<file path="config.mk">
export PLATFORM = sky130hd
export DESIGN_NAME = igpp_rotate
export DESIGN_NICKNAME = d
export VERILOG_FILES = /design/src/rtl/core/igpp_pkg.sv /design/src/rtl/core/igpp_rotate.sv
export SDC_FILE = /design/constraint.sdc
export NUM_CORES = 2
export LEC_CHECK = 0
export BUFFER_PORTS_ARGS = -buffer_cell sky130_fd_sc_hd__buf_2
export CORE_UTILIZATION = 30
export CTS_BUF_LIST = sky130_fd_sc_hd__clkbuf_8
export DETAILED_ROUTE_END_ITERATION = 7
export HOLD_SLACK_MARGIN = 0.08
export PLACE_DENSITY = 0.47
export SETUP_SLACK_MARGIN = 0.2
export SYNTH_ARGS = -nofsm -noshare
export SYNTH_HDL_FRONTEND = slang
export SYNTH_SLANG_ARGS = --single-unit
</file>
<file path="constraint.sdc">
create_clock -name clk_i -period 10.3 [get_ports clk_i]
set_clock_uncertainty 0.1 [all_clocks]
set_input_delay 1.545 -clock clk_i [delete_from_list [all_inputs] [get_ports clk_i]]
set_output_delay 1.545 -clock clk_i [all_outputs]
set_load 0.05 [all_outputs]
</file>
<file path="src/rtl/core/igpp_pkg.sv">
// ----------------------------------------------------------------------------
// igpp_pkg
// Types and constants shared by the grid point projector modules.
// ----------------------------------------------------------------------------
`timescale 1ns / 1ps
`default_nettype none

package igpp_pkg;

  // Register stages from input capture to output register
  localparam int NUM_STAGES = 8;

  // Configuration port widths
  localparam int CFG_IDX_W  = 4;
  localparam int CFG_DATA_W = 24;

  // Saturation bounds of a signed Q16.8 coordinate
  localparam logic [23:0] SAT_POS = 24'h7F_FFFF;
  localparam logic [23:0] SAT_NEG = 24'h80_0000;

  // Configuration register indices
  typedef enum logic [CFG_IDX_W-1:0] {
    REG_COS_ROT    = 4'd0,
    REG_SIN_ROT    = 4'd1,
    REG_ZOOM_SCALE = 4'd2,
    REG_TILT       = 4'd3,
    REG_OFFSET_X   = 4'd4,
    REG_OFFSET_Y   = 4'd5,
    REG_GRID_ROWS  = 4'd6,
    REG_GRID_COLS  = 4'd7
  } cfg_reg_e;

  // Current view configuration
  typedef struct packed {
    logic signed [15:0] cos_rot;
    logic signed [15:0] sin_rot;
    logic        [15:0] zoom_scale;
    logic signed [15:0] tilt;
    logic signed [23:0] offset_x;
    logic signed [23:0] offset_y;
    logic        [9:0]  grid_rows;
    logic        [9:0]  grid_cols;
  } cfg_t;

  // Per-stage load enables from the pipeline control
  typedef struct packed {
    logic [NUM_STAGES-1:0] en;
  } pipe_ctl_t;

endpackage

`default_nettype wire

</file>
<file path="src/rtl/core/igpp_rotate.sv">
// ----------------------------------------------------------------------------
// igpp_rotate
// Stages 0 to 2: centre the grid point, rotate it by cos and sin, and form
// the rotated difference and sum; the elevation term is prepared alongside.
// ----------------------------------------------------------------------------
`timescale 1ns / 1ps
`default_nettype none

module igpp_rotate import igpp_pkg::*; #(
  parameter int MAX_GRID = 512
) (
  input  wire logic               clk_i,
  input  wire pipe_ctl_t          ctl_i,
  input  wire cfg_t               cfg_i,
  input  wire logic        [8:0]  col_i,
  input  wire logic        [8:0]  row_i,
  input  wire logic signed [15:0] elevation_i,
  output logic signed      [29:0] diff_o,
  output logic signed      [29:0] sum_o,
  output logic signed      [34:0] eprod_o
);

  // Grid sizes are held in 10 bits, so the cap never exceeds 1023
  localparam int          GridCap = (MAX_GRID < 1023) ? MAX_GRID : 1023;
  localparam logic [9:0]  GridLim = 10'(GridCap);

  logic [9:0] cols_n, rows_n;

  logic signed [11:0] cx2_d, cy2_d, cx2_q, cy2_q;
  logic signed [16:0] em6_d, em6_q;

  logic signed [27:0] p_ccx_d, p_scy_d, p_scx_d, p_ccy_d;
  logic signed [27:0] p_ccx_q, p_scy_q, p_scx_q, p_ccy_q;
  logic signed [17:0] kt2;
  logic signed [34:0] ep_d, ep1_q, ep2_q;

  logic signed [28:0] rx, ry;
  logic signed [29:0] diff_d, sum_d, diff_q, sum_q;

  // Clamp grid sizes to one and the cap
  always_comb begin
    cols_n = cfg_i.grid_cols;
    if (cfg_i.grid_cols == 10'd0) begin
      cols_n = 10'd1;
    end else if (cfg_i.grid_cols > GridLim) begin
      cols_n = GridLim;
    end
    rows_n = cfg_i.grid_rows;
    if (cfg_i.grid_rows == 10'd0) begin
      rows_n = 10'd1;
    end else if (cfg_i.grid_rows > GridLim) begin
      rows_n = GridLim;
    end
  end

  // Stage 0: doubled centre offsets and elevation less six
  assign cx2_d = $signed({2'b00, col_i, 1'b0}) - $signed({2'b00, cols_n - 10'd1});
  assign cy2_d = $signed({2'b00, row_i, 1'b0}) - $signed({2'b00, rows_n - 10'd1});
  assign em6_d = $signed({elevation_i[15], elevation_i}) - 17'sd6;

  always_ff @(posedge clk_i) begin
    if (ctl_i.en[0]) begin
      cx2_q <= cx2_d;
      cy2_q <= cy2_d;
      em6_q <= em6_d;
    end
  end

  // Stage 1: rotation products and elevation times (1 - tilt)
  assign kt2     = 18'sd16384 - $signed({{2{cfg_i.tilt[15]}}, cfg_i.tilt});
  assign p_ccx_d = 28'(cfg_i.cos_rot) * 28'(cx2_q);
  assign p_scy_d = 28'(cfg_i.sin_rot) * 28'(cy2_q);
  assign p_scx_d = 28'(cfg_i.sin_rot) * 28'(cx2_q);
  assign p_ccy_d = 28'(cfg_i.cos_rot) * 28'(cy2_q);
  assign ep_d    = 35'(em6_q) * 35'(kt2);

  always_ff @(posedge clk_i) begin
    if (ctl_i.en[1]) begin
      p_ccx_q <= p_ccx_d;
      p_scy_q <= p_scy_d;
      p_scx_q <= p_scx_d;
      p_ccy_q <= p_ccy_d;
      ep1_q   <= ep_d;
    end
  end

  // Stage 2: rotated coordinates folded into difference and sum
  assign rx     = 29'(p_ccx_q) - 29'(p_scy_q);
  assign ry     = 29'(p_scx_q) + 29'(p_ccy_q);
  assign diff_d = 30'(rx) - 30'(ry);
  assign sum_d  = 30'(rx) + 30'(ry);

  always_ff @(posedge clk_i) begin
    if (ctl_i.en[2]) begin
      diff_q <= diff_d;
      sum_q  <= sum_d;
      ep2_q  <= ep1_q;
    end
  end

  assign diff_o  = diff_q;
  assign sum_o   = sum_q;
  assign eprod_o = ep2_q;

endmodule

`default_nettype wire

</file>
## Word level (Yosys, flattened, before mapping)

Cells that the tools add are included.

- Add/subtract/negate cells: 10
- $mul: 5
- Order comparisons: 2
- Mux-type cells: 4
- Reduce and logical (&&, ||, !) cells: 2

Operator list:

| kind | count |
|---|---|
| $mul 16x11->27 | 4 |
| $mux 10 | 4 |
| $mul 17x17->34 | 1 |
| $add 29x29->30 | 1 |
| $sub 29x29->30 | 1 |
| $add 28x28->29 | 1 |
| $sub 28x28->29 | 1 |
| $sub 10x10->11 | 2 |
| $gt 10x10->1 const B | 2 |
| $logic_not 10->1 | 2 |
| $sub 10x1->10 const B | 2 |
| $sub 16x16->17 const A | 1 |
| $sub 16x4->17 const B | 1 |

- Flip-flop bits (word level): 281
- Bits of input ports: 175
- Word-level logic and storage cells: 34

## Longest topological paths before layout

- Depth in word-level cells: 5
- Gate-level depth with buffers: 32

## Least setup slack after synthesis

OpenSTA, ideal clock, no wires.

- Path type: in2reg
- From: input port cfg_i[68] (netlist bit)
- To: register ep1_q[33] (data pin)
- Arrival time: 8.554 ns
- Required time: 9.940 ns
- Path slack: 1.386 ns
- Stages on the path: 30
- Path buffers: 4
- Path through: clkbuf_1 clkbuf_1 inv_1 ha_1 inv_1 or3_1 xor2_1 clkbuf_1 and2_1 fa_1 inv_1 fa_1 inv_1 fa_1 fa_1 fa_1 inv_1 fa_1 inv_1 ha_1 clkbuf_1 a2111oi_0 o2111ai_1 and3_1 a21oi_1 o31ai_1 a211o_1 a31o_2 a21oi_1 xnor2_1

- Longest elaborated chain between the ends: 2

Ends and longest elaborated chain:

| item | line | text |
|---|---|---|
| from (decl) | igpp_rotate.sv:14 | `input wire cfg_t cfg_i,` |
| $sub 16x16->17 | igpp_rotate.sv:70 | `assign kt2 = 18'sd16384 - $signed({{2{cfg_i.tilt[15]}}, cfg_i.tilt});` |
| $mul 17x17->34 | igpp_rotate.sv:75 | `assign ep_d = 35'(em6_q) * 35'(kt2);` |
| net ep_d[33] | igpp_rotate.sv:35 | `logic signed [34:0] ep_d, ep1_q, ep2_q;` |
| to (signal assigned) | igpp_rotate.sv:83 | `ep1_q <= ep_d;` |
| to (decl) | igpp_rotate.sv:35 |  |

The timed path passes the listed nets, and every way through them passes these cells.
A chain may end at the register's enable or synchronous reset.

## Worst setup path after layout

- From: input port cfg_i[72] (netlist bit)
- To: register ep1_q[33] (data pin)

Same word-level chain as after synthesis.

==> impl_metrics.py <==
metrics = {
    "setup_path": {
        "startpoint_type": "input pin",
        "arrival_ns": 9.31,
        "worst_setup_path_endpoint": "ep1_q[33]",
        "worstPathRequired_ns": 10.66,
        "rrSetupSlack_ns": 2.85,
        "startpoint": "cfg_i[72]",
        "timing.rr.start": "em6_q[16]",
        "crit_type": "input pin to flop",
        "endpoint_kind": "flop",
        "reg2reg_depth": 22,
        "r2r-end": "ep1_q[33]",
        "path_max_fanout": 17,
    },
    "finish": {
        "nFillCells": 17696,
        "fin_cells": 7727,
        "utilization": 0.331,
        "final_cell_mix": "1113 x inv_1, 948 x fa_1, 540 x nand2_1",
        "layout_commonest_cell": "inv_1",
        "synthToLayoutAreaGrowth_pct": 9.07,
        "nNetsFinal": 7024,
        "drive_above_1_share": 0.0663,
        "stdcell_area_um2": 56300,
    },
    "sta": {
        "fin_setup_tns_ns": 0,
        "finalHoldViolCount": 0,
        "slew_viol_final": 0,
        "max_freq_ghz": 0.112,
        "final.min_clock_period_ns": 8.95,
        "rsz0062_at_grt": "no",
        "setup_viol": 0,
        "maxSlewHeadroom": 0.298,
        "worst_slew_pin_slew_ns": 1.05,
        "period_share": 0.869,
    },
    "placed_design": {
        "dp_hpwl_mm": 107,
        "gp_congestion": 0.819,
        "post_dp_cell_area_um2": 55000,
        "io_buffers": 200,
        "place.detailed.instances": 7613,
    },
    "global_routing": {
        "grt-busiest-layer": "met2",
        "antenna_found_initial": 28,
        "grt_first_pass_wirelength_mm": 214,
        "grt_pass1_vias": 39103,
        "use_met1": 0.204,
        "met3_usage": 0.0204,
        "overflow": 0,
        "grt_util_met2": 0.275,
        "track_usage": 0.158,
        "grt_max_degree": 67,
    },
    "route": {
        "drcViolationCount": 0,
        "dr.pass1.iters": 7,
        "drtAntennaViolNets": 0,
        "wl_mm": 134,
        "num_vias": 35513,
        "viasPerCell": 4.60,
        "first_iter_violations": 1335,
        "wl_per_cell_um": 17.3,
    },
    "logic_synthesis": {
        "synthesis.area_um2": 51600,
        "yosys.cell_types.count": 67,
        "synth_edf_count": 274,
        "synth-seq-cells": 274,
        "async_reset_ff_frac": 0,
        "yosys.area.top_type_share": 0.368,
        "ys_seq_area_frac": 0.159,
        "yosysWarnings": 0,
        "synth.avg_cell_area_um2": 9.66,
        "synth_ff_type": "edfxtp_1",
        "synth_top_area_cell": "fa_1",
        "synthCells": 5341,
        "yosys-top-cells-area": "fa_1 37%, edfxtp_1 16%, ha_1 11%",
    },
    "min_path": {
        "hp-class": "flop to flop",
    },
    "clocking": {
        "cts_resized": 0,
        "clkSinkCount": 274,
        "clk_pin_slew_ns": 0.06,
        "clkLatencyLatePin_ns": 0.74,
        "cts_buffers": 57,
        "postCtsHoldBufs": 0,
        "cts_tree": "yes",
        "cts_root_buf": "clkbuf_8",
        "h-tree-depth": 2,
        "cts_buffer_depth": 3,
        "postCtsSetupBuffers": 0,
    },
    "floorplan": {
        "ios": 270,
        "start_util": 0.304,
        "dieHeight_um": 417,
        "core_region_area_um2": 170000,
        "dieArea_um2": 174000,
        "die_w_um": 417,
        "rows": 151,
    },
    "job": {
        "maxCapViolCount": 0,
    },
    "run_status": {
        "status": "complete, no violations",
    },
}
## logic make-up (layout without fill, tap and decap cells)
family	Yosys count	after routing	synth area share
and+or+nand+nor	1489	1489	0.144
adders and majority gates	1395	1395	0.476
buffers and inverters	1297	1457	0.0945
AOI/OAI and AO/OA	591	591	0.0755
xor gates and xnor gates	292	292	0.0495
DFF	274	274	0.159
muxes	2	2	0.000436
other	1	9	0.0000727
## how the worst min path moves through the flow
stage,from,to,slack [ns],depth (start not counted)
2_1_floorplan,ep1_q[0],eprod_o[0],0.30,0
3_3_place_gp,ep1_q[6],eprod_o[6],0.31,0
3_5_place_dp,ep1_q[0],eprod_o[0],0.30,0
4_1_cts,ep1_q[0],eprod_o[0],0.32,0
5_1_grt,ep1_q[1],eprod_o[1],0.33,0
6_report,ep1_q[1],eprod_o[1],0.32,0
## critical path: stages
cell and delay (ns):
buf_2 0.11, nor3_1 0.27, nand2b_1 0.16, nor4_1 0.26, nand2_1 0.13, or2_2 0.32, nor4_1 0.34, xnor2_2 0.40
nand2_1 0.16, fa_1 0.52, inv_1 0.06, fa_1 0.60, fa_1 0.47, fa_1 0.41, fa_1 0.51, inv_1 0.05
fa_1 0.48, inv_1 0.05, ha_1 0.38, a2111oi_0 0.56, o2111ai_1 0.21, and3_1 0.24, a21oi_1 0.15, o31ai_1 0.13
a211o_1 0.30, a31o_2 0.24, a21oi_1 0.17, xnor2_1 0.08
## state kept, by name, summed over array words and instances (netlist names)
signal and count:
cx2_q 11, p_ccx_q 27, ep1_q 34, em6_q 17, sum_o 30, p_scx_q 27
p_scy_q 27, cy2_q 11, diff_o 29, eprod_o 34, p_ccy_q 27
## synth_stat cells, drive strengths merged (7+ instances only)
master   number
nand4        12
nand3        32
o21a         42
or2          15
a2111oi      10
inv        1102
a21oi       183
ha          447
xnor2       213
o211ai       12
a31oi        20
nand2b       98
a31o          9
o41ai        10
nor3         44
nand2       540
o31a          8
a211o        11
a211oi       20
o31ai         9
nor4          9
nor2b        62
a21o         78
o2111ai       7
fa          948
or3          21
nor2        178
edfxtp      274
and2        440
clkbuf      190
o21bai       32
and3         20
xor2         79
o21ai        96
## routing by layer
| metal | vias up | share of wire |
|---|---|---|
| met2 | 575 | 0.49 |
| met5 | - | 0.00027 |
| li1 | 16763 | - |
| met1 | 17981 | 0.45 |
| met3 | 188 | 0.039 |
| met4 | 6 | 0.025 |
## final cells by class
type,count,area (um2),area share
timing repair buffer,248,1370,0.0243
tap,2218,2780,0.0493
multi-input combinational,3771,38500,0.684
inverter,1102,4140,0.0735
clock buffer,57,785,0.0139
clock inverter,50,450,0.00800
sequential,274,8230,0.146
antenna,7,17.5,0.000311
## per-stage QoR
step	setup slack, ns	hold WS (ns)
after global placement	0.643	0.306
final	1.35	0.318
after floorplan	1.39	0.300
after detailed placement	0.651	0.305
after CTS	1.41	0.319
after global routing	0.749	0.327
Power is left out: the tool's default activity adds up to more than one toggle a clock period on the data nets, which glitch-free logic cannot reach.
