$ cat src/rtl/core/igpp_pkg.sv
// ----------------------------------------------------------------------------
// igpp_pkg
// Types and constants shared by the grid point projector modules.
// ----------------------------------------------------------------------------
`timescale 1ns / 1ps
`default_nettype none

package igpp_pkg;

  // Register stages from input capture to output register
  localparam int NUM_STAGES = 8;

  // Configuration port widths
  localparam int CFG_IDX_W  = 4;
  localparam int CFG_DATA_W = 24;

  // Saturation bounds of a signed Q16.8 coordinate
  localparam logic [23:0] SAT_POS = 24'h7F_FFFF;
  localparam logic [23:0] SAT_NEG = 24'h80_0000;

  // Configuration register indices
  typedef enum logic [CFG_IDX_W-1:0] {
    REG_COS_ROT    = 4'd0,
    REG_SIN_ROT    = 4'd1,
    REG_ZOOM_SCALE = 4'd2,
    REG_TILT       = 4'd3,
    REG_OFFSET_X   = 4'd4,
    REG_OFFSET_Y   = 4'd5,
    REG_GRID_ROWS  = 4'd6,
    REG_GRID_COLS  = 4'd7
  } cfg_reg_e;

  // Current view configuration
  typedef struct packed {
    logic signed [15:0] cos_rot;
    logic signed [15:0] sin_rot;
    logic        [15:0] zoom_scale;
    logic signed [15:0] tilt;
    logic signed [23:0] offset_x;
    logic signed [23:0] offset_y;
    logic        [9:0]  grid_rows;
    logic        [9:0]  grid_cols;
  } cfg_t;

  // Per-stage load enables from the pipeline control
  typedef struct packed {
    logic [NUM_STAGES-1:0] en;
  } pipe_ctl_t;

endpackage

`default_nettype wire

$ cat src/rtl/core/igpp_cfg_regs.sv
// ----------------------------------------------------------------------------
// igpp_cfg_regs
// View configuration registers, written through the configuration channel.
// ----------------------------------------------------------------------------
`timescale 1ns / 1ps
`default_nettype none

module igpp_cfg_regs import igpp_pkg::*; (
  input  wire logic                  clk_i,
  input  wire logic                  rst_ni,
  input  wire logic                  cfg_valid_i,
  output logic                       cfg_ready_o,
  input  wire logic [CFG_IDX_W-1:0]  cfg_index_i,
  input  wire logic [CFG_DATA_W-1:0] cfg_data_i,
  output cfg_t                       cfg_o
);

  cfg_t cfg_q, cfg_d;

  // Always able to take a write request
  assign cfg_ready_o = 1'b1;

  // Decode the register index; drop writes beyond the list
  always_comb begin
    cfg_d = cfg_q;
    if (cfg_valid_i) begin
      unique case (cfg_reg_e'(cfg_index_i))
        REG_COS_ROT:    cfg_d.cos_rot    = $signed(cfg_data_i[15:0]);
        REG_SIN_ROT:    cfg_d.sin_rot    = $signed(cfg_data_i[15:0]);
        REG_ZOOM_SCALE: cfg_d.zoom_scale = cfg_data_i[15:0];
        REG_TILT:       cfg_d.tilt       = $signed(cfg_data_i[15:0]);
        REG_OFFSET_X:   cfg_d.offset_x   = $signed(cfg_data_i[23:0]);
        REG_OFFSET_Y:   cfg_d.offset_y   = $signed(cfg_data_i[23:0]);
        REG_GRID_ROWS:  cfg_d.grid_rows  = cfg_data_i[9:0];
        REG_GRID_COLS:  cfg_d.grid_cols  = cfg_data_i[9:0];
        default:        cfg_d = cfg_q;
      endcase
    end
  end

  always_ff @(posedge clk_i or negedge rst_ni) begin
    if (!rst_ni) begin
      cfg_q.cos_rot    <= 16'sd16384;
      cfg_q.sin_rot    <= 16'sd0;
      cfg_q.zoom_scale <= 16'd256;
      cfg_q.tilt       <= 16'sd0;
      cfg_q.offset_x   <= 24'sd0;
      cfg_q.offset_y   <= 24'sd0;
      cfg_q.grid_rows  <= 10'd1;
      cfg_q.grid_cols  <= 10'd1;
    end else begin
      cfg_q <= cfg_d;
    end
  end

  assign cfg_o = cfg_q;

endmodule

`default_nettype wire

$ cat config.mk
export PLATFORM = sky130hd
export DESIGN_NAME = igpp_cfg_regs
export DESIGN_NICKNAME = d
export VERILOG_FILES = /design/src/rtl/core/igpp_pkg.sv /design/src/rtl/core/igpp_cfg_regs.sv
export SDC_FILE = /design/constraint.sdc
export NUM_CORES = 1
export LEC_CHECK = 0
export BUFFER_PORTS_ARGS = -buffer_cell sky130_fd_sc_hd__buf_2
export CAP_MARGIN = 10
export CORE_MARGIN = 5
export CORE_UTILIZATION = 50
export CTS_BUF_LIST = sky130_fd_sc_hd__clkbuf_8
export DETAILED_ROUTE_END_ITERATION = 16
export GPL_ROUTABILITY_DRIVEN = 0
export PLACE_DENSITY = 0.85
export SLEW_MARGIN = 20
export SYNTH_ARGS = -nofsm -noshare
export SYNTH_HDL_FRONTEND = slang
export SYNTH_SLANG_ARGS = --single-unit
export TNS_END_PERCENT = 100
$ cat constraint.sdc
create_clock -name clk_i -period 0.91 [get_ports clk_i]
set_input_delay 0 -clock clk_i [delete_from_list [all_inputs] [get_ports clk_i]]
set_output_delay 0 -clock clk_i [all_outputs]
set_load 0.05 [all_outputs]
-- Yosys cells after proc, flatten, opt, wreduce, memory -nomap -nowiden
Index checks and enable logic that the tools add are counted.
- reductions and logical operators: 9
- eq/ne operators: 7
- operators by type and width (kind ; number):
    4-bit by 3-bit equality test with 1-bit output (second input constant) ; 4
    2-bit AND reduction ; 8
    4-bit by 2-bit equality test with 1-bit output (second input constant) ; 2
    4-bit by 1-bit equality test with 1-bit output (second input constant) ; 1
    4-bit zero test ; 1
- bits of input ports: 31
- word-level logic and storage cells: 24
- register bits after elaboration: 132
- output and inout port bits: 133

-- Depth between registers and ports, before layout
Gate-level depths: netlist of the first run.
- depth in word-level cells: 2
- depth in mapped cells: 6
- gate-level depth less buffers: 3

-- Worst setup path after synthesis of the first run
OpenSTA, ideal clock, no wires.
- path kind: in2reg
- start point: input port cfg_index_i[3]
- end point: register cfg_q (netlist bit cfg_o[73])
- slack: -253 ps
- arrival: 1038 ps
- library setup time: 125 ps
- required time: 785 ps
- buffers on the path: 2
- cell stages on the path: 5
- cells stage by stage: nor3b_4 and3_2 buf_6 buf_6 mux2_2
- cells in the longest elaborated chain, start to end: 2
- ends and longest elaborated chain (element ; RTL line ; RTL):
    start: declaration ; igpp_cfg_regs.sv:13 ; input wire logic [CFG_IDX_W-1:0] cfg_index_i,
    4-bit by 2-bit equality test with 1-bit output ; igpp_cfg_regs.sv:27 ; unique case (cfg_reg_e'(cfg_index_i))
    2-bit AND reduction (no line) ; -- ;
    end signal: assignment ; igpp_cfg_regs.sv:52 ; cfg_q <= cfg_d;
    end: declaration ; igpp_cfg_regs.sv:18 ; cfg_t cfg_q, cfg_d;
No other way between the ends.
A chain may end at the register's enable or synchronous reset.

-- Worst setup path in the final report of the first run
- start point: register cfg_q (netlist bit cfg_o[92])
- end point: output port cfg_o[92] in the netlist's numbering
- RTL lines (element ; RTL line ; RTL):
    end: declaration ; igpp_cfg_regs.sv:15 ; output cfg_t cfg_o
No word-level cell between the ends.

==> out/qor.csv, run 1 <==
metric;value;unit
crit_buf_inv;1;
cap_violations;0;
finalSetupViolCount;171;
min-delay-start;cfg_index_i[0];
power.density;2990;nW/um^2
finalCritPeriodShare;128;%
grt_max_degree;51;
cellLeakagePower;4.06;nW
syn_to_final_growth;70.4;%
clock.fmax;859;MHz
r2r_cells;2;
via_per_inst;5.23;
rsz0062_at_grt;true;
grt_usage;26.4;%
cts_buffers;17;
dp_hpwl;8640;um
fin_util;87.5;%
worstHoldPathCells;4;
worst_slack;-0.254;ns
grt_pass1_wl;23300;um
synth-async-reset-ratio;100;%
yosysSeqAreaShare;65.9;%
portBuffers;162;
clk_path_buf_depth;2;
critical_path_required;0.91;ns
synth_nets;321;
cts_sinks;132;
yosysUniqueCellTypes;19;
grt_overflow;0;
cpMaxStageDelayCell;dfstp_2;
yosysTopAreaCell;dfrtp_1;
dieArea;12100;sq um
dr.pass1.iters;7;
synth_area;5020;sq um
wl;17000;um
num_io_pins;164;
endpoint_kind;output port;
reg2reg_from;cfg_o[28];
drt_iter0_markers;145;
ys_ff_latch;132;
status;finished with violations;
violations;setup timing;
worstPathMaxFanout;2;
timing.rr.end;cfg_o[28];
grt_pass1_vias;4116;
synth_flop_cell;dfrtp_1;
largest_reg_flops;132;
synth.most_common_cell;mux2_2;
hp-class;input port to register;
cp.arrival;1.16;ns
place_ws;-0.398;ns
fillers;382;
layout-drive-gt1-share;84.4;%
ys_warn_count;0;
cts_tree;built;
synth_common_cells;132 x mux2_2, 128 x dfrtp_1, 5 x buf_2, 4 x dfstp_2;
synth_top_cell_area_share;63.8;%
num_vias;3712;
crit_chain;buf_8;
wl_per_cell;23.9;um
synth_enable_flop_cells;0;
initial_utilization;51.4;%
cts_htree_levels;4;
coreArea;9770;sq um
clock_skew;0;ns
cp_top_family;flip-flops;
synth.area.top_cells;dfrtp_1 64%, mux2_2 30%, dfstp_2 2.1%, nor3b_4 0.75%, buf_6 0.67%;
final_nets;595;
crit_type;register to output port;
rrSetupSlack;-0.06;ns
syn_inst;290;
route.detailed.drc;0;
cts.clk_slew.worst_paths;0.08;ns
place_area;6450;sq um
hold_viol;0;
p_total;0.0256;W
ant_nets;0;
root_buffer;clkbuf_8;
antenna-diode-count;0;
period_minus_slack;1.16;ns
critPathMaxStageDelay;0.58;ns
worstSetupStartpointType;register;
dieHeight;110;um
rows;36;
stdcell_area;8550;sq um
ir_drop;0.00182;V
clock_latency;0.42;ns
dieWidth;110;um
synth.avg_cell_area;17.3;sq um
antenna_found_initial;0;
finalMaxSlewViolations;0;
hold_path_end;cfg_o[18];
-- timing repair --
action                                 4_1_cts  5_1_grt
resized for setup                          276       40
setup buffers                               30       26
hold buffers                                26        0
endpoints found under the hold margin      264        0
setup endpoints to repair                  132      160
-- how the worst max path moves through the flow --
| stage | to | slack, ns | cells past startpoint | from |
|---|---|---|---|---|
| 3_3_place_gp | cfg_o[43] | -0.35 | 5 | cfg_index_i[3] |
| 6_report | cfg_o[92] | -0.25 | 1 | cfg_o[92] |
| 2_1_floorplan | cfg_o[73] | -0.25 | 5 | cfg_index_i[3] |
| 5_1_grt | cfg_o[92] | -0.30 | 1 | cfg_o[92] |
| 4_1_cts | cfg_o[92] | -0.24 | 1 | cfg_o[92] |
| 3_5_place_dp | cfg_o[22] | -0.40 | 5 | cfg_index_i[3] |
-- cell families after synthesis --
logic type | after synthesis | synth area share, %
muxes | 132 | 29.6
DFF | 132 | 65.9
buffers and inverters | 13 | 1.99
and+or+nand+nor | 12 | 2.42
other | 1 | 0.0747
-- layer usage --
layer  global-route usage (%)  vias to the layer above  share of wire [%]
li1                         -                     1576                  -
met1                     29.3                     1912                 37
met2                     47.7                      184                 54
met3                     7.92                       40                6.6
met4                     9.50                        0                3.2
met5                        0                        -                  0
-- cell type report --
| class | instances | area (sq um) | area share, % |
|---|---|---|---|
| Sequential cell | 132 | 3390 | 39.7 |
| Multi-Input combinational cell | 145 | 1820 | 21.3 |
| Clock inverter | 15 | 168 | 1.96 |
| Timing Repair Buffer | 268 | 2770 | 32.4 |
| Clock buffer | 17 | 234 | 2.74 |
| Tap cell | 133 | 166 | 1.95 |
-- layout by cell type (no fill, tap or decap), drive strengths merged --
cell         Yosys  final
inv              0      4
and3             1      1
conb             1      1
nand2b           1      1
clkinv           0      4
nand2            2      2
buf             11    242
clkbuf           2     17
clkinvlp         0      4
dfrtp          128    128
mux2           132    132
dfstp            4      4
nor2             2      2
nand3b           3      3
dlygate4sd3      0     26
bufinv           0      3
nor3b            3      3
-- report_power, final --
part           internal [W]  total (W)  switching, W
sequential          0.00740    0.00868       0.00127
combinational       0.00498     0.0118       0.00679
clock               0.00269    0.00511       0.00242
-- metrics by stage --
step / TNS [ns] / hold WS (ns) / cells
after floorplan: -12.72 / -0.296 / 290
after global routing: -19.89 / 0.129 / 710
after CTS: -13.90 / 0.118 / 684
final: -13.06 / 0.144 / 710
after detailed placement: -37.13 / -0.151 / 596
after global placement: -31.86 / -0.155 / 596
No activity file was read; power rests on OpenSTA's default activity.
==> run 2, diff against run 1 <==
Settings changed: ABC_AREA set to 1, PLACE_DENSITY 0.85 to 0.84, SETUP_SLACK_MARGIN set to 0.05.
==> out/qor.csv, run 2 <==
metric;value;unit
grt_pass1_wl;30000;um
rows;37;
yosysUniqueCellTypes;18;
clk_path_buf_depth;2;
yosysSeqAreaShare;61.4;%
finalMaxSlewViolations;0;
cp.arrival;1.17;ns
final_cells;1013;
worstSetupStartpointType;register;
critPathMaxStageDelay;0.57;ns
worst_slack;-0.255;ns
cap_violations;0;
critical_path_depth;1;
worstPathMaxFanout;2;
layout-drive-gt1-share;37.7;%
r2r_cells;4;
yosysTopAreaCell;dfrtp_1;
ir_drop;0.00172;V
initial_utilization;51.7;%
crit_chain;buf_8;
synth_area;5390;sq um
status;finished with violations;
root_buffer;clkbuf_8;
dieWidth;114;um
final_nets;895;
num_io_pins;164;
cts_tree;built;
synth_flop_cell;dfrtp_1;
wl_per_cell;20.5;um
hp-class;input port to asynchronous set/reset pin;
ys_warn_count;0;
cellLeakagePower;4.64;nW
cp_top_family;flip-flops;
dp_hpwl;10800;um
finalCritPeriodShare;128;%
violations;setup timing;
place_area;6540;sq um
grtUsageMet3;10.5;%
antenna_found_initial;0;
hold_ws;0.0806;ns
dr.pass1.iters;5;
ant_nets;0;
synth_nets;640;
clock_latency;0.43;ns
reg2reg_from;cfg_o[83];
use_met1;36.6;%
via_per_inst;5.62;
rsz0062_at_grt;true;
fin_util;82.9;%
cts_htree_levels;4;
synth-async-reset-ratio;100;%
dp.cells;892;
portBuffers;162;
met2_usage;50.1;%
synth_enable_flop_cells;0;
dieHeight;114;um
coreArea;10400;sq um
rrSetupSlack;-0.03;ns
synth.area.top_cells;dfrtp_1 59%, nand2_1 23%, nand4_1 5.6%, buf_2 2.3%, dfstp_2 2.0%;
antenna-diode-count;0;
synth_top_cell_area_share;59.5;%
power.density;2860;nW/um^2
layout_commonest_cell;nand2_1;
hold_viol;0;
endpoint_kind;output port;
stdcell_area;8640;sq um
crit_buf_inv;1;
wl;20800;um
dieArea;12900;sq um
grt_overflow;0;
final_cell_mix;316 x nand2_1, 132 x buf_6, 119 x dfrtp_1;
critical_path_required;0.91;ns
cts_sinks;132;
syn_to_final_growth;60.4;%
ys_ff_latch;132;
clock.fmax;858;MHz
fillers;521;
route.detailed.drc;0;
clock_skew;0;ns
cts_buffers;17;
largest_reg_flops;132;
timing.rr.end;cfg_o[83];
syn_inst;609;
drt_iter0_markers;649;
place_ws;-0.127;ns
finalSetupViolCount;135;
grt-busiest-layer;met2;
num_vias;5692;
cts.clk_slew.worst_paths;0.09;ns
synth.avg_cell_area;8.84;sq um
period_minus_slack;1.17;ns
synth_common_cells;328 x nand2_1, 128 x dfrtp_1, 48 x nand4_1, 25 x buf_2, 18 x nand3_1;
grt_pass1_vias;5584;
grt_usage;30.3;%
synth.most_common_cell;nand2_1;
crit_type;register to output port;
grt_max_degree;49;
cpMaxStageDelayCell;dfstp_2;
## run 2: final cells by class
class / instances / area [sq um] / share of cell area, %
Sequential cell: 132 / 3320 / 38.4
Timing Repair Buffer: 279 / 2740 / 31.7
Multi-Input combinational cell: 418 / 1860 / 21.6
Clock buffer: 19 / 262 / 3.03
Clock inverter: 13 / 229 / 2.65
Tap cell: 136 / 170 / 1.97
Inverter: 16 / 60.1 / 0.695
## run 2: kinds of logic (layout without fill, tap and decap cells)
| logic type | count (synthesis) | count (layout) | synth area share (%) |
|---|---|---|---|
| AND/OR/NAND/NOR | 407 | 407 | 32.1 |
| flip-flops | 132 | 132 | 61.4 |
| buffers and inverters | 59 | 327 | 4.99 |
| AO/OA/AOI/OAI | 10 | 10 | 1.39 |
| other | 1 | 1 | 0.0696 |
## run 2: stage by stage
step	TNS, ns	total power (W)
2_1_floorplan	-0.0759	0.0134
3_3_place_gp	-2.75	0.0154
3_5_place_dp	-4.10	0.0155
4_1_cts	-13.71	0.0237
5_1_grt	-19.51	0.0256
6_report	-12.67	0.0247
## run 2: routing by layer
metal | share of wire, % | vias to the layer above
met5 | 0 | -
met4 | 4.3 | 0
met3 | 12 | 91
met2 | 48 | 408
met1 | 36 | 2758
li1 | - | 2435
## run 2: worst max-delay path by stage
stage	endpoint	slack [ns]	start
2_1_floorplan	cfg_o[10]	-0.08	cfg_o[10]
3_3_place_gp	cfg_o[80]	-0.08	cfg_index_i[3]
3_5_place_dp	cfg_o[81]	-0.13	cfg_index_i[3]
4_1_cts	cfg_o[130]	-0.25	cfg_o[130]
5_1_grt	cfg_o[130]	-0.29	cfg_o[130]
6_report	cfg_o[130]	-0.26	cfg_o[130]
## run 2: report_power, final
group	total (W)	switching [W]	leakage, nW	internal [W]
Clock	0.00605	0.00238	0.234	0.00368
Sequential	0.00822	0.00109	1.65	0.00713
Combinational	0.0105	0.00663	2.76	0.00382
## run 2: what timing repair did
action                     CTS  global route
cloned                       0             0
pin swaps                    0            11
hold endpoints to repair   264             0
setup endpoints to repair  132           133
hold buffers                25             0
resized for setup          268            14
buffers inserted            29            35
==> run 3, diff against run 2 <==
Settings changed: CORE_ASPECT_RATIO set to 1.5, REMOVE_ABC_BUFFERS set to 1.
==> out/qor.csv, run 3 (same netlist as run 2, synthesis figures left out) <==
metric;value;unit
rows;46;
worst_slack;-0.256;ns
dp_hpwl;11000;um
grt_overflow;0;
num_io_pins;164;
dieArea;13000;sq um
ir_drop;0.00191;V
antenna_found_initial;2;
crit_buf_inv;1;
cts.clk_slew.worst_paths;0.08;ns
grt_usage;31.6;%
period_minus_slack;1.17;ns
endpoint_kind;output port;
ant_nets;0;
power.density;2780;nW/um^2
top_layer;met4;
grt_max_degree;49;
largest_reg_flops;132;
worstSetupStartpointType;register;
crit_chain;buf_8;
cts_sinks;132;
violations;setup timing;
dr.pass1.iters;6;
clk_path_buf_depth;2;
critical_path_required;0.91;ns
root_buffer;clkbuf_8;
cts_buffers;17;
cpMaxStageDelayCell;dfstp_2;
wl_met2;11400;um
final_cell_mix;318 x nand2_1, 135 x buf_6, 128 x dfrtp_1;
tns;-13.12;ns
place_ws;-0.0782;ns
swShare;42.2;%
grt_pass1_vias;5858;
cts_tree;built;
coreArea;10600;sq um
rsz0062_at_grt;true;
drt_iter0_markers;484;
fin_util;83.0;%
num_vias;5925;
wl_met1;7060;um
finalSetupViolCount;137;
hp-class;input port to asynchronous set/reset pin;
clock_skew;0;ns
initial_utilization;50.9;%
critPathMaxStageDelay;0.57;ns
layout_commonest_cell;nand2_1;
p_seq_share;33.6;%
status;finished with violations;
route.detailed.drc;0;
pwr-share-clk;21.8;%
p_total;0.0244;W
cts_htree_levels;4;
syn_to_final_growth;63.1;%
portBuffers;162;
layout-drive-gt1-share;38.1;%
clock.fmax;858;MHz
cp_top_family;flip-flops;
cp.arrival;1.17;ns
dp.cells;904;
dieWidth;94.7;um
final_cells;1048;
wl;22300;um
pwr-share-comb;44.6;%
hold_viol;0;
worstPathMaxFanout;2;
dieHeight;137;um
cellLeakagePower;4.74;nW
fillers;536;
finalMaxSlewViolations;0;
crit_type;register to output port;
p_sw;0.0103;W
wl_per_cell;21.3;um
startpoint;cfg_o[0];
via_per_inst;5.65;
cap_violations;0;
grt_pass1_wl;30600;um
reg2reg_from;cfg_o[94];
clock_latency;0.44;ns
final_nets;920;
finalCritPeriodShare;128;%
p_int;0.0141;W
dr_wl_met3;1900;um
-- run 3: final cells by class --
cell class	count	area [sq um]	share of cell area (%)
well taps	144	180	2.05
clock buffers	20	275	3.13
diodes	2	5.00	0.0570
clock inverters	12	155	1.77
multi-input cells	418	1860	21.1
inverters	16	60.1	0.684
flip-flops and latches	132	3310	37.7
repair buffers	304	2950	33.5
-- run 3: worst paths after layout --
kind	endpoint	slack [ns]	cells after the start
setup / recovery	cfg_o[0]	-0.26	1
hold / removal	cfg_o[101]	0.02	2
setup reg to reg	cfg_o[94]	-0.05	4
hold reg to reg	cfg_o[80]	0.50	2
max in group asynchronous	cfg_o[10]	0.33	3
min in group clk_i	cfg_o[4]	0.10	4
-- run 3: power by group through the flow --
| stage | Clock (W) | Combinational, W | Sequential (W) |
|---|---|---|---|
| 6_report | 0.00533 | 0.0109 | 0.00821 |
| 3_5_place_dp | 0 | 0.00764 | 0.00789 |
| 2_1_floorplan | 0 | 0.00111 | 0.0121 |
| 5_1_grt | 0.00559 | 0.0113 | 0.00829 |
| 3_3_place_gp | 0 | 0.00751 | 0.00785 |
| 4_1_cts | 0.00522 | 0.00981 | 0.00807 |
-- run 3: through the flow --
step | hold slack, ns | area (sq um)
6_report | 0.0189 | 8790
3_3_place_gp | -0.0891 | 6550
5_1_grt | 0.0190 | 8790
4_1_cts | 0.00536 | 8380
2_1_floorplan | -0.296 | 5180
3_5_place_dp | -0.0862 | 6550
-- run 3: layer usage --
layer	track usage, %	vias to the layer above
met3	8.36	169
met1	32.6	2822
met5	0	-
li1	-	2481
met2	55.2	453
met4	21.1	0
-- run 3: timing repair --
item	CTS	global route
gates resized for setup	268	22
buffers inserted	41	44
hold buffers	25	0
setup endpoints to repair	132	136
pin swaps	0	9
hold endpoints to repair	263	0
