`src/rtl/core/igpp_pkg.sv`:
```
// ----------------------------------------------------------------------------
// igpp_pkg
// Types and constants shared by the grid point projector modules.
// ----------------------------------------------------------------------------
`timescale 1ns / 1ps
`default_nettype none

package igpp_pkg;

  // Register stages from input capture to output register
  localparam int NUM_STAGES = 8;

  // Configuration port widths
  localparam int CFG_IDX_W  = 4;
  localparam int CFG_DATA_W = 24;

  // Saturation bounds of a signed Q16.8 coordinate
  localparam logic [23:0] SAT_POS = 24'h7F_FFFF;
  localparam logic [23:0] SAT_NEG = 24'h80_0000;

  // Configuration register indices
  typedef enum logic [CFG_IDX_W-1:0] {
    REG_COS_ROT    = 4'd0,
    REG_SIN_ROT    = 4'd1,
    REG_ZOOM_SCALE = 4'd2,
    REG_TILT       = 4'd3,
    REG_OFFSET_X   = 4'd4,
    REG_OFFSET_Y   = 4'd5,
    REG_GRID_ROWS  = 4'd6,
    REG_GRID_COLS  = 4'd7
  } cfg_reg_e;

  // Current view configuration
  typedef struct packed {
    logic signed [15:0] cos_rot;
    logic signed [15:0] sin_rot;
    logic        [15:0] zoom_scale;
    logic signed [15:0] tilt;
    logic signed [23:0] offset_x;
    logic signed [23:0] offset_y;
    logic        [9:0]  grid_rows;
    logic        [9:0]  grid_cols;
  } cfg_t;

  // Per-stage load enables from the pipeline control
  typedef struct packed {
    logic [NUM_STAGES-1:0] en;
  } pipe_ctl_t;

endpackage

`default_nettype wire

```
`src/rtl/core/igpp_pipe_ctrl.sv`:
```
// ----------------------------------------------------------------------------
// igpp_pipe_ctrl
// Valid bits and per-stage load enables; a stage loads when it is empty or
// its successor moves on, so bubbles are squeezed out under back-pressure.
// ----------------------------------------------------------------------------
`timescale 1ns / 1ps
`default_nettype none

module igpp_pipe_ctrl import igpp_pkg::*; (
  input  wire logic clk_i,
  input  wire logic rst_ni,
  input  wire logic in_valid_i,
  output logic      in_ready_o,
  output logic      out_valid_o,
  input  wire logic out_ready_i,
  output pipe_ctl_t ctl_o
);

  logic [NUM_STAGES-1:0] vld_q, vld_d;
  logic [NUM_STAGES-1:0] en;

  // Enable chain from the output backwards
  always_comb begin
    en[NUM_STAGES-1] = !vld_q[NUM_STAGES-1] || out_ready_i;
    for (int k = NUM_STAGES - 2; k >= 0; k--) begin
      en[k] = !vld_q[k] || en[k+1];
    end
  end

  // Advance valid bits alongside the data
  always_comb begin
    vld_d = vld_q;
    if (en[0]) begin
      vld_d[0] = in_valid_i;
    end
    for (int k = 1; k < NUM_STAGES; k++) begin
      if (en[k]) begin
        vld_d[k] = vld_q[k-1];
      end
    end
  end

  always_ff @(posedge clk_i or negedge rst_ni) begin
    if (!rst_ni) begin
      vld_q <= '0;
    end else begin
      vld_q <= vld_d;
    end
  end

  assign in_ready_o  = en[0];
  assign out_valid_o = vld_q[NUM_STAGES-1];
  assign ctl_o.en    = en;

endmodule

`default_nettype wire

```
`config.mk`:
```
export PLATFORM = sky130hd
export DESIGN_NAME = igpp_pipe_ctrl
export DESIGN_NICKNAME = d
export VERILOG_FILES = /design/src/rtl/core/igpp_pkg.sv /design/src/rtl/core/igpp_pipe_ctrl.sv
export SDC_FILE = /design/constraint.sdc
export NUM_CORES = 1
export LEC_CHECK = 0
export BUFFER_PORTS_ARGS = -buffer_cell sky130_fd_sc_hd__buf_2
export CORE_AREA = 2 2 39 41
export DETAILED_ROUTE_END_ITERATION = 12
export DIE_AREA = 0 0 41 43
export PLACE_DENSITY = 0.51
export RECOVER_POWER = 25
export SLEW_MARGIN = 20
export SYNTH_ARGS = -nofsm -noshare
export SYNTH_HDL_FRONTEND = slang
export SYNTH_SLANG_ARGS = --single-unit
```
`constraint.sdc`:
```
create_clock -name clk_i -period 1.1 [get_ports clk_i]
set_input_delay 0.22 -clock clk_i [delete_from_list [all_inputs] [get_ports clk_i]]
set_output_delay 0.22 -clock clk_i [all_outputs]
set_load 0.005 [all_outputs]
```
Word level (Yosys, flattened, before mapping) --
Cells that the tools add are included.
Storage, ports and cells: input port bits 4, output and inout bits 10, bits in registers 8, logic and storage cells 24
Operators by class: reductions and logical operators 16
Operators by type and width (number):
- 1-bit zero test | 8
- 1-bit logical OR | 8

Logic depth before layout (Yosys ltp) --
Gate-level depths: netlist of run 1.
depth after elaboration 9, depth in mapped cells 4

Worst setup path before layout of run 1 --
Ideal clock, no wire load.
path type register to output, from reg vld_q[7], to out ctl_o[0] (netlist bit), required time 0.880 ns, arrival time 1.023 ns, path slack -0.143 ns, cell stages (with the launch flop) 5, path buffers 2, path through dfrtp_1 -> and4b_4 -> buf_6 -> nand4_1 -> buf_4
Between the ends: word-level cells in the longest chain between the ends 9
Ends and longest elaborated chain:
- start, declared | RTL line igpp_pipe_ctrl.sv:19 | logic [NUM_STAGES-1:0] vld_q, vld_d;
- start signal, assigned | RTL line igpp_pipe_ctrl.sv:47 | vld_q <= vld_d;
- 1-bit zero test | RTL line igpp_pipe_ctrl.sv:24 | en[NUM_STAGES-1] = !vld_q[NUM_STAGES-1] || out_ready_i;
- 1-bit logical OR | RTL line igpp_pipe_ctrl.sv:24
- 1-bit logical OR (7 in series) | RTL line igpp_pipe_ctrl.sv:26 | en[k] = !vld_q[k] || en[k+1];
- end, declared | RTL line igpp_pipe_ctrl.sv:16 | output pipe_ctl_t ctl_o
Every way passes these cells.

Final worst setup path of run 1 --
from reg vld_q[5], to out in_ready_o
Between the ends: word-level cells in the longest chain between the ends 7
Ends and longest elaborated chain:
- 1-bit zero test | RTL line igpp_pipe_ctrl.sv:26
- 1-bit logical OR (6 in series) | RTL line igpp_pipe_ctrl.sv:26
- end, declared | RTL line igpp_pipe_ctrl.sv:13 | output logic in_ready_o,
Every way passes these cells.

==> impl_results.html, run 1 <==
<table>
<tr><th>Metric</th><th>Value</th></tr>
<tr><th colspan="2">Power</th></tr>
<tr><td>Internal power summed over all cells</td><td>between 600 and 700 uW</td></tr>
<tr><td>Leakage power of the design</td><td>0.234 nW</td></tr>
<tr><td>Clock share of power</td><td>0.245</td></tr>
<tr><td>Share of power burned in combinational logic</td><td>0.347</td></tr>
<tr><td>Net switching share of the total power</td><td>0.286</td></tr>
<tr><td>Total design power</td><td>about 910 uW</td></tr>
<tr><td>Sequential share of power</td><td>0.408</td></tr>
<tr><td>NetSw</td><td>260 uW</td></tr>
<tr><td>Power Dens Cells</td><td>1760 nW/um2</td></tr>
<tr><td>Worst supply voltage drop on vdd</td><td>660 uV</td></tr>
<tr><th colspan="2">Synth</th></tr>
<tr><td>Post-synth top area share</td><td>0.578</td></tr>
<tr><td>Cell taking the most area after synthesis</td><td>sky130_fd_sc_hd__dfrtp_1</td></tr>
<tr><td>Synthesis-stage register bit count</td><td>8</td></tr>
<tr><td>Post-synthesis instance total</td><td>29</td></tr>
<tr><td>Number of warnings printed during yosys synthesis</td><td>0</td></tr>
<tr><td>Syn_nets</td><td>33</td></tr>
<tr><td>Yosys cell types</td><td>17</td></tr>
<tr><td>Average instance area after synthesis</td><td>12.0 um2</td></tr>
<tr><td>Top area cells in the synthesized netlist</td><td>sky130_fd_sc_hd__dfrtp_1 58%, sky130_fd_sc_hd__nand2b_1 5.4%, sky130_fd_sc_hd__a21o_1 4.3%</td></tr>
<tr><td>Mapped Area</td><td>347 um2</td></tr>
<tr><td>Seq/Total Area, Yosys</td><td>0.578</td></tr>
<tr><th colspan="2">Timing</th></tr>
<tr><td>Final slew viol count</td><td>0</td></tr>
<tr><td>Worst Max-Slew Pin Slew</td><td>around 430 ps</td></tr>
<tr><td>Peak Freq</td><td>0.740 GHz</td></tr>
<tr><td>Max-Slew Margin vs Limit</td><td>0.712</td></tr>
<tr><td>Setup WS post-layout</td><td>-251 ps</td></tr>
<tr><td>Final hold violation count</td><td>0</td></tr>
<tr><td>Setup violations, final</td><td>12</td></tr>
<tr><td>Setup repair after global routing missed its margin</td><td>yes</td></tr>
<tr><td>Layout Skew</td><td>1.31 ps</td></tr>
<tr><td>Final period utilization</td><td>1.23</td></tr>
<tr><td>Hold slack final</td><td>153 ps</td></tr>
<tr><td>Final worst path period need</td><td>roughly 1400 ps</td></tr>
<tr><td>Aggregate negative setup slack</td><td>-2000 ps</td></tr>
<tr><th colspan="2">Clock network</th></tr>
<tr><td>Clock Sinks</td><td>8</td></tr>
<tr><td>Root buffer selected by CTS</td><td>sky130_fd_sc_hd__clkbuf_4</td></tr>
<tr><td>Skew-Pair Late Insertion Delay</td><td>250 ps</td></tr>
<tr><td>CTS tree</td><td>yes</td></tr>
<tr><td>Clock Path Buffers</td><td>2</td></tr>
<tr><td>Number of buffers added by the clock tree synthesis step</td><td>3</td></tr>
<tr><td>Clock transition time at the flip-flop clock pins of the worst setup and hold paths</td><td>50 ps</td></tr>
<tr><td>H-tree levels</td><td>1</td></tr>
<tr><th colspan="2">Floorplanning</th></tr>
<tr><td>IO Count</td><td>14</td></tr>
<tr><td>Die height</td><td>43 um</td></tr>
<tr><td>Starting density of the core</td><td>0.250</td></tr>
<tr><td>Total Die Area</td><td>approximately 1800 um2</td></tr>
<tr><td>Chip width</td><td>41 um</td></tr>
<tr><td>Area inside the core boundary</td><td>1380 um2</td></tr>
<tr><td>Row count</td><td>14</td></tr>
<tr><th colspan="2">Layout</th></tr>
<tr><td>Post-route cell area</td><td>515 um2</td></tr>
<tr><td>Share of final-layout standard cells stronger than drive strength 1</td><td>0.519</td></tr>
<tr><td>Layout area overhead</td><td>48.7%</td></tr>
<tr><td>Diodes inserted</td><td>0</td></tr>
<tr><td>Post-layout instance count excluding filler cells</td><td>68</td></tr>
<tr><td>Largest Register</td><td>vld_q</td></tr>
<tr><td>Fin nets</td><td>58</td></tr>
<tr><td>Largest register FFs</td><td>8</td></tr>
<tr><td>Post-layout util</td><td>0.373</td></tr>
<tr><td># fillers</td><td>147</td></tr>
<tr><td>Top Registers</td><td>vld_q x8</td></tr>
<tr><th colspan="2">Place</th></tr>
<tr><td>Weighted congestion at the end of routability-driven global placement</td><td>slightly above 0.7</td></tr>
<tr><td>Port Buf Inserts</td><td>13</td></tr>
<tr><td>Cell Area, Placed</td><td>between 400 and 500 um2</td></tr>
<tr><td>Detailed Place HPWL</td><td>458 um</td></tr>
<tr><td>Placed instance count</td><td>59</td></tr>
<tr><td>Pre-CTS worst setup slack</td><td>-103 ps</td></tr>
<tr><th colspan="2">Run status</th></tr>
<tr><td>Outcome</td><td>finished with violations</td></tr>
<tr><td>Violated checks</td><td>negative setup slack</td></tr>
<tr><th colspan="2">Worst setup path</th></tr>
<tr><td>Worst Setup Start Kind</td><td>flip-flop</td></tr>
<tr><td>Worst setup slack for register-to-register paths</td><td>-120 ps</td></tr>
<tr><td>Crit path DAT</td><td>roughly 1100 ps</td></tr>
<tr><td>Critical path endpoint category</td><td>output port</td></tr>
<tr><td>Cells along the critical path</td><td>and4b_4 &gt; nand4_1 &gt; buf_2</td></tr>
<tr><td>Maximum single-stage delay on the critical path</td><td>350 ps</td></tr>
<tr><td>Worst-path fanout max</td><td>6</td></tr>
<tr><td>Slowest cell on crit path</td><td>sky130_fd_sc_hd__dfrtp_1</td></tr>
<tr><td>Required time of the critical path</td><td>880 ps</td></tr>
<tr><td>Worst setup path category</td><td>reg2out</td></tr>
<tr><th colspan="2">GRT</th></tr>
<tr><td>Total congestion overflow after global routing</td><td>0</td></tr>
<tr><td>First-pass GRT wire length</td><td>1120 um</td></tr>
<tr><td>Initial antenna violation count</td><td>0</td></tr>
<tr><td>All-Layer GR Usage</td><td>0.0986</td></tr>
<tr><td>Pin count of the biggest net entering global routing</td><td>9</td></tr>
<tr><td>Vias in the first global route</td><td>289</td></tr>
<tr><th colspan="2">Routing</th></tr>
<tr><td>Starting DRT DRC Count</td><td>5</td></tr>
<tr><td>Final WL</td><td>~760 um</td></tr>
<tr><td>Post-DR wirelength/cell</td><td>11.1 um</td></tr>
<tr><td>Post-detailed-route DRC marker count</td><td>0</td></tr>
<tr><td>Pre-antenna DRT Iters</td><td>4</td></tr>
<tr><td>Vias</td><td>about 320</td></tr>
<tr><td>Number of nets with antenna violations after detailed routing</td><td>0</td></tr>
<tr><td>Average vias per placed instance</td><td>4.69</td></tr>
<tr><th colspan="2">Worst hold path</th></tr>
<tr><td>HP Class</td><td>in2reg</td></tr>
<tr><th colspan="2">Job</th></tr>
<tr><td>Number of maximum-capacitance violations</td><td>0</td></tr>
</table>
-- Yosys cell counts --
library cell	count
sky130_fd_sc_hd__a31o_2	1
sky130_fd_sc_hd__dfrtp_1	8
sky130_fd_sc_hd__nand3_1	2
sky130_fd_sc_hd__a21o_1	2
sky130_fd_sc_hd__and3_1	1
sky130_fd_sc_hd__and4b_4	1
sky130_fd_sc_hd__inv_1	1
sky130_fd_sc_hd__a41o_1	1
sky130_fd_sc_hd__buf_2	1
sky130_fd_sc_hd__nand2_1	2
sky130_fd_sc_hd__nand3b_1	1
sky130_fd_sc_hd__buf_6	1
sky130_fd_sc_hd__nand2b_1	3
sky130_fd_sc_hd__nand4_1	1
sky130_fd_sc_hd__buf_4	1
sky130_fd_sc_hd__or2_1	1
sky130_fd_sc_hd__a31o_1	1
-- worst max-delay path, delay by kind of cell, from the launching register on --
| family | cells | cell delay, ps |
|---|---|---|
| simple gates | 2 | 390 |
| flops | 1 | 350 |
| buf+inv | 1 | 140 |
-- logic make-up after synthesis --
logic type / synth area share
AOI/OAI and AO/OA: 0.123
buffers and inverters: 0.0794
DFF: 0.578
and+or+nand+nor: 0.220
-- timing repair --
action / CTS / global route
setup endpoints to repair: 10 / 14
resized for setup: 2 / 0
setup buffers: 4 / 0
pin swaps: 4 / 2
endpoints found under the hold margin: 8 / 0
gates cloned: 1 / 0
hold buffers: 1 / 0
-- final cells by class --
cell class | count | area [um2] | share of cell area
clock buffers | 3 | 22.5 | 0.0437
multi-input cells | 18 | 131 | 0.255
flip-flops and latches | 8 | 200 | 0.388
inverters | 1 | 3.75 | 0.00728
repair buffers | 22 | 138 | 0.267
well taps | 16 | 20.0 | 0.0388
-- path summary, 6_finish.rpt --
path / cells past startpoint / from / to
max: 3 / vld_q[5]$_DFFE_PN0P_ / in_ready_o
min: 2 / in_valid_i / vld_q[0]$_DFFE_PN0P_
max reg2reg: 4 / vld_q[6]$_DFFE_PN0P_ / vld_q[0]$_DFFE_PN0P_
min reg2reg: 1 / vld_q[2]$_DFFE_PN0P_ / vld_q[3]$_DFFE_PN0P_
max in group asynchronous: 2 / rst_ni / vld_q[1]$_DFFE_PN0P_
min in group asynchronous: 2 / rst_ni / vld_q[7]$_DFFE_PN0P_
-- power by group through the flow --
stage	Combinational, mW	Clock [mW]	Sequential (mW)
after floorplan	0.148	0	0.382
after global placement	0.255	0	0.378
after detailed placement	0.254	0	0.376
after CTS	0.316	0.234	0.370
after global routing	0.348	0.244	0.376
final	0.316	0.223	0.371
-- cells in the final DEF, fill, tap and decap left out, types with 2 or more instances in the layout --
cell / Yosys / routed
sky130_fd_sc_hd__buf_2: 1 / 12
sky130_fd_sc_hd__buf_4: 1 / 7
sky130_fd_sc_hd__dfrtp_1: 8 / 8
sky130_fd_sc_hd__a21o_1: 2 / 2
sky130_fd_sc_hd__nand2b_1: 3 / 3
sky130_fd_sc_hd__nand2_1: 2 / 2
sky130_fd_sc_hd__nand3_1: 2 / 2
sky130_fd_sc_hd__clkbuf_4: 0 / 3
-- per-layer routing --
layer / global-route usage / share of wire
met1: 0.117 / 0.46
met4: 0.0800 / 0.0092
met2: 0.147 / 0.46
met5: 0 / 0
met3: 0.0157 / 0.069
No activity file was read; power rests on OpenSTA's default activity.
==> run 2: changes to the inputs <==
- PLACE_DENSITY: 0.51 -> 0.49
- clock period: 1.1 -> 1.5 ns (I/O delays scaled with it)
==> impl_results.html, run 2 (synthesis results as in run 1) <==
<table>
<tr><th>Metric</th><th>Value</th></tr>
<tr><th colspan="2">Clock network</th></tr>
<tr><td>H-tree levels</td><td>1</td></tr>
<tr><td>Clock Path Buffers</td><td>2</td></tr>
<tr><td>Skew-Pair Late Insertion Delay</td><td>250 ps</td></tr>
<tr><td>Root buffer selected by CTS</td><td>sky130_fd_sc_hd__clkbuf_4</td></tr>
<tr><td>Clock transition time at the flip-flop clock pins of the worst setup and hold paths</td><td>50 ps</td></tr>
<tr><td>CTS tree</td><td>yes</td></tr>
<tr><td>Number of buffers added by the clock tree synthesis step</td><td>3</td></tr>
<tr><td>Clock Sinks</td><td>8</td></tr>
<tr><th colspan="2">Floorplanning</th></tr>
<tr><td>IO Count</td><td>14</td></tr>
<tr><td>Row count</td><td>14</td></tr>
<tr><td>Die height</td><td>43 um</td></tr>
<tr><td>Chip width</td><td>~41 um</td></tr>
<tr><td>Total Die Area</td><td>1760 um2</td></tr>
<tr><td>Starting density of the core</td><td>0.250</td></tr>
<tr><td>Area inside the core boundary</td><td>1380 um2</td></tr>
<tr><th colspan="2">Layout</th></tr>
<tr><td>Layout area overhead</td><td>38.3%</td></tr>
<tr><td>Most common library cell in the layout ignoring fill and taps</td><td>sky130_fd_sc_hd__buf_2</td></tr>
<tr><td>Largest Register</td><td>vld_q</td></tr>
<tr><td># fillers</td><td>150</td></tr>
<tr><td>Largest register FFs</td><td>8</td></tr>
<tr><td>Commonest cells after routing, fill and taps aside</td><td>12 x sky130_fd_sc_hd__buf_2, 7 x sky130_fd_sc_hd__dfrtp_1, 3 x sky130_fd_sc_hd__nand2b_1, 3 x sky130_fd_sc_hd__clkbuf_4, 3 x sky130_fd_sc_hd__buf_4</td></tr>
<tr><td>Diodes inserted</td><td>0</td></tr>
<tr><td>Post-route cell area</td><td>between 400 and 500 um2</td></tr>
<tr><td>Top Registers</td><td>vld_q x8</td></tr>
<tr><td>Share of final-layout standard cells stronger than drive strength 1</td><td>0.489</td></tr>
<tr><td>Fin nets</td><td>53</td></tr>
<tr><th colspan="2">Power</th></tr>
<tr><td>Power Dens Cells</td><td>1320 nW/um2</td></tr>
<tr><td>Total design power</td><td>632 uW</td></tr>
<tr><td>NetSw</td><td>185 uW</td></tr>
<tr><td>Internal power summed over all cells</td><td>447 uW</td></tr>
<tr><td>Share of power burned in combinational logic</td><td>0.281</td></tr>
<tr><td>Net switching share of the total power</td><td>0.293</td></tr>
<tr><td>Worst supply voltage drop on vdd</td><td>between 400 and 500 uV</td></tr>
<tr><td>Sequential share of power</td><td>0.460</td></tr>
<tr><td>Clock share of power</td><td>0.258</td></tr>
<tr><td>Leakage power of the design</td><td>0.210 nW</td></tr>
<tr><th colspan="2">Worst setup path</th></tr>
<tr><td>Cells along the critical path</td><td>and4b_4 &gt; nand4_1 &gt; buf_2</td></tr>
<tr><td>Required time of the critical path</td><td>1200 ps</td></tr>
<tr><td>Crit path DAT</td><td>between 1000 and 1500 ps</td></tr>
<tr><td>CP Buf/Inv Count</td><td>1</td></tr>
<tr><td>Critical path endpoint category</td><td>output port</td></tr>
<tr><td>Worst Setup Start Kind</td><td>flip-flop</td></tr>
<tr><td>Worst setup path category</td><td>reg2out</td></tr>
<tr><td>Family with the most delay on the worst path</td><td>simple AND/OR/NAND/NOR gates</td></tr>
<tr><td>R2r startpoint</td><td>vld_q[6]$_DFFE_PN0P_</td></tr>
<tr><td>Maximum single-stage delay on the critical path</td><td>380 ps</td></tr>
<tr><td>Worst-path fanout max</td><td>5</td></tr>
<tr><td>Slowest cell on crit path</td><td>sky130_fd_sc_hd__dfrtp_1</td></tr>
<tr><td>CP startpoint</td><td>vld_q[6]$_DFFE_PN0P_</td></tr>
<tr><th colspan="2">Worst hold path</th></tr>
<tr><td>Hold Startpoint</td><td>in_valid_i</td></tr>
<tr><td>HP Class</td><td>in2reg</td></tr>
<tr><th colspan="2">Timing</th></tr>
<tr><td>Final hold violation count</td><td>0</td></tr>
<tr><td>Worst Max-Slew Pin Slew</td><td>about 420 ps</td></tr>
<tr><td>Layout Skew</td><td>0.429 ps</td></tr>
<tr><td>Setup WS post-layout</td><td>between 30 and 40 ps</td></tr>
<tr><td>Peak Freq</td><td>0.685 GHz</td></tr>
<tr><td>Setup repair after global routing missed its margin</td><td>yes</td></tr>
<tr><td>Final slew viol count</td><td>0</td></tr>
<tr><td>Setup violations, final</td><td>0</td></tr>
<tr><td>Max-Slew Margin vs Limit</td><td>0.717</td></tr>
<tr><td>Final worst path period need</td><td>about 1500 ps</td></tr>
<tr><td>Final period utilization</td><td>0.974</td></tr>
<tr><th colspan="2">GRT</th></tr>
<tr><td>Total congestion overflow after global routing</td><td>0</td></tr>
<tr><td>Vias in the first global route</td><td>306</td></tr>
<tr><td>Initial antenna violation count</td><td>0</td></tr>
<tr><td>Pin count of the biggest net entering global routing</td><td>9</td></tr>
<tr><td>First-pass GRT wire length</td><td>~1300 um</td></tr>
<tr><td>All-Layer GR Usage</td><td>0.111</td></tr>
<tr><th colspan="2">Place</th></tr>
<tr><td>Cell Area, Placed</td><td>408 um2</td></tr>
<tr><td>Weighted congestion at the end of routability-driven global placement</td><td>0.685</td></tr>
<tr><td>Port Buf Inserts</td><td>13</td></tr>
<tr><td>Pre-CTS worst setup slack</td><td>117 ps</td></tr>
<tr><td>Detailed Place HPWL</td><td>503 um</td></tr>
<tr><th colspan="2">Routing</th></tr>
<tr><td>Pre-antenna DRT Iters</td><td>2</td></tr>
<tr><td>Final WL</td><td>730 um</td></tr>
<tr><td>Number of nets with antenna violations after detailed routing</td><td>0</td></tr>
<tr><td>Starting DRT DRC Count</td><td>3</td></tr>
<tr><td>Vias</td><td>between 200 and 300</td></tr>
<tr><td>Average vias per placed instance</td><td>~4.4</td></tr>
<tr><td>Post-DR wirelength/cell</td><td>about 12 um</td></tr>
<tr><td>Post-detailed-route DRC marker count</td><td>0</td></tr>
<tr><th colspan="2">Run status</th></tr>
<tr><td>Outcome</td><td>finished, final reports clean</td></tr>
<tr><th colspan="2">Job</th></tr>
<tr><td>Number of maximum-capacitance violations</td><td>0</td></tr>
</table>
## run 2: changes by cell type in the layout (fill, tap and decap cells not counted)
cell / previous run / this run
sky130_fd_sc_hd__and3_4: 0 / 1
sky130_fd_sc_hd__buf_4: 7 / 3
sky130_fd_sc_hd__dfrtp_1: 8 / 7
sky130_fd_sc_hd__buf_6: 1 / 0
sky130_fd_sc_hd__dfrtp_2: 0 / 1
sky130_fd_sc_hd__and3_2: 1 / 0
## run 2: cell type report
type                       count  area, um2  share of cell area
clock buffer                   3       22.5              0.0470
tap                           16       20.0              0.0418
multi-input combinational     18        135               0.282
timing repair buffer          17       96.3               0.201
sequential                     8        201               0.420
inverter                       1       3.75             0.00783
## run 2: metal layers
layer,global-route usage,vias up,share of wire
li1,-,141,-
met2,0.156,9,0.50
met4,0.0800,0,0
met3,0.0471,0,0.068
met5,0,-,0
met1,0.128,130,0.43
## run 2: worst paths after layout
| kind | endpoint | slack [ps] | cells after the start |
|---|---|---|---|
| worst max register to register | vld_q[3]$_DFFE_PN0P_ | 330 | 3 |
| min in group asynchronous | vld_q[7]$_DFFE_PN0P_ | 500 | 2 |
| worst max-delay path | in_ready_o | 40 | 3 |
| worst min-delay path | vld_q[0]$_DFFE_PN0P_ | 230 | 2 |
| max in group asynchronous | vld_q[4]$_DFFE_PN0P_ | 690 | 2 |
| worst min register to register | vld_q[3]$_DFFE_PN0P_ | 480 | 1 |
## run 2: through the flow
step / std cells / utilization / hold slack, ps / setup TNS (ps)
2_1_floorplan: 29 / - / 4.41 / 0
3_3_place_gp: 55 / 0.295 / 148 / 0
3_5_place_dp: 55 / 0.295 / 151 / 0
4_1_cts: 63 / 0.346 / 228 / 0
5_1_grt: 63 / 0.346 / 232 / -66.6
6_report: 63 / 0.346 / 232 / 0
## run 2: power by group through the flow
stage | clock (mW) | combinational (mW) | sequential (mW)
floorplan | 0 | 0.108 | 0.280
global placement | 0 | 0.140 | 0.284
detailed placement | 0 | 0.142 | 0.289
CTS | 0.170 | 0.182 | 0.288
global route | 0.189 | 0.198 | 0.296
finish | 0.163 | 0.178 | 0.291
## run 2: repair_timing
item                       in CTS  in global routing
setup endpoints to repair       3                  4
pin swaps                       1                  2
buffers inserted                3                  0
hold buffers                    1                  0
resized for setup               2                  1
cloned                          1                  0
hold endpoints to repair        8                  0
## run 2: worst reg2reg max path, cell delays in order (launching register included)
cell	delay, ps
sky130_fd_sc_hd__dfrtp_1	400
sky130_fd_sc_hd__and4b_2	280
sky130_fd_sc_hd__buf_4	150
sky130_fd_sc_hd__a31o_2	230
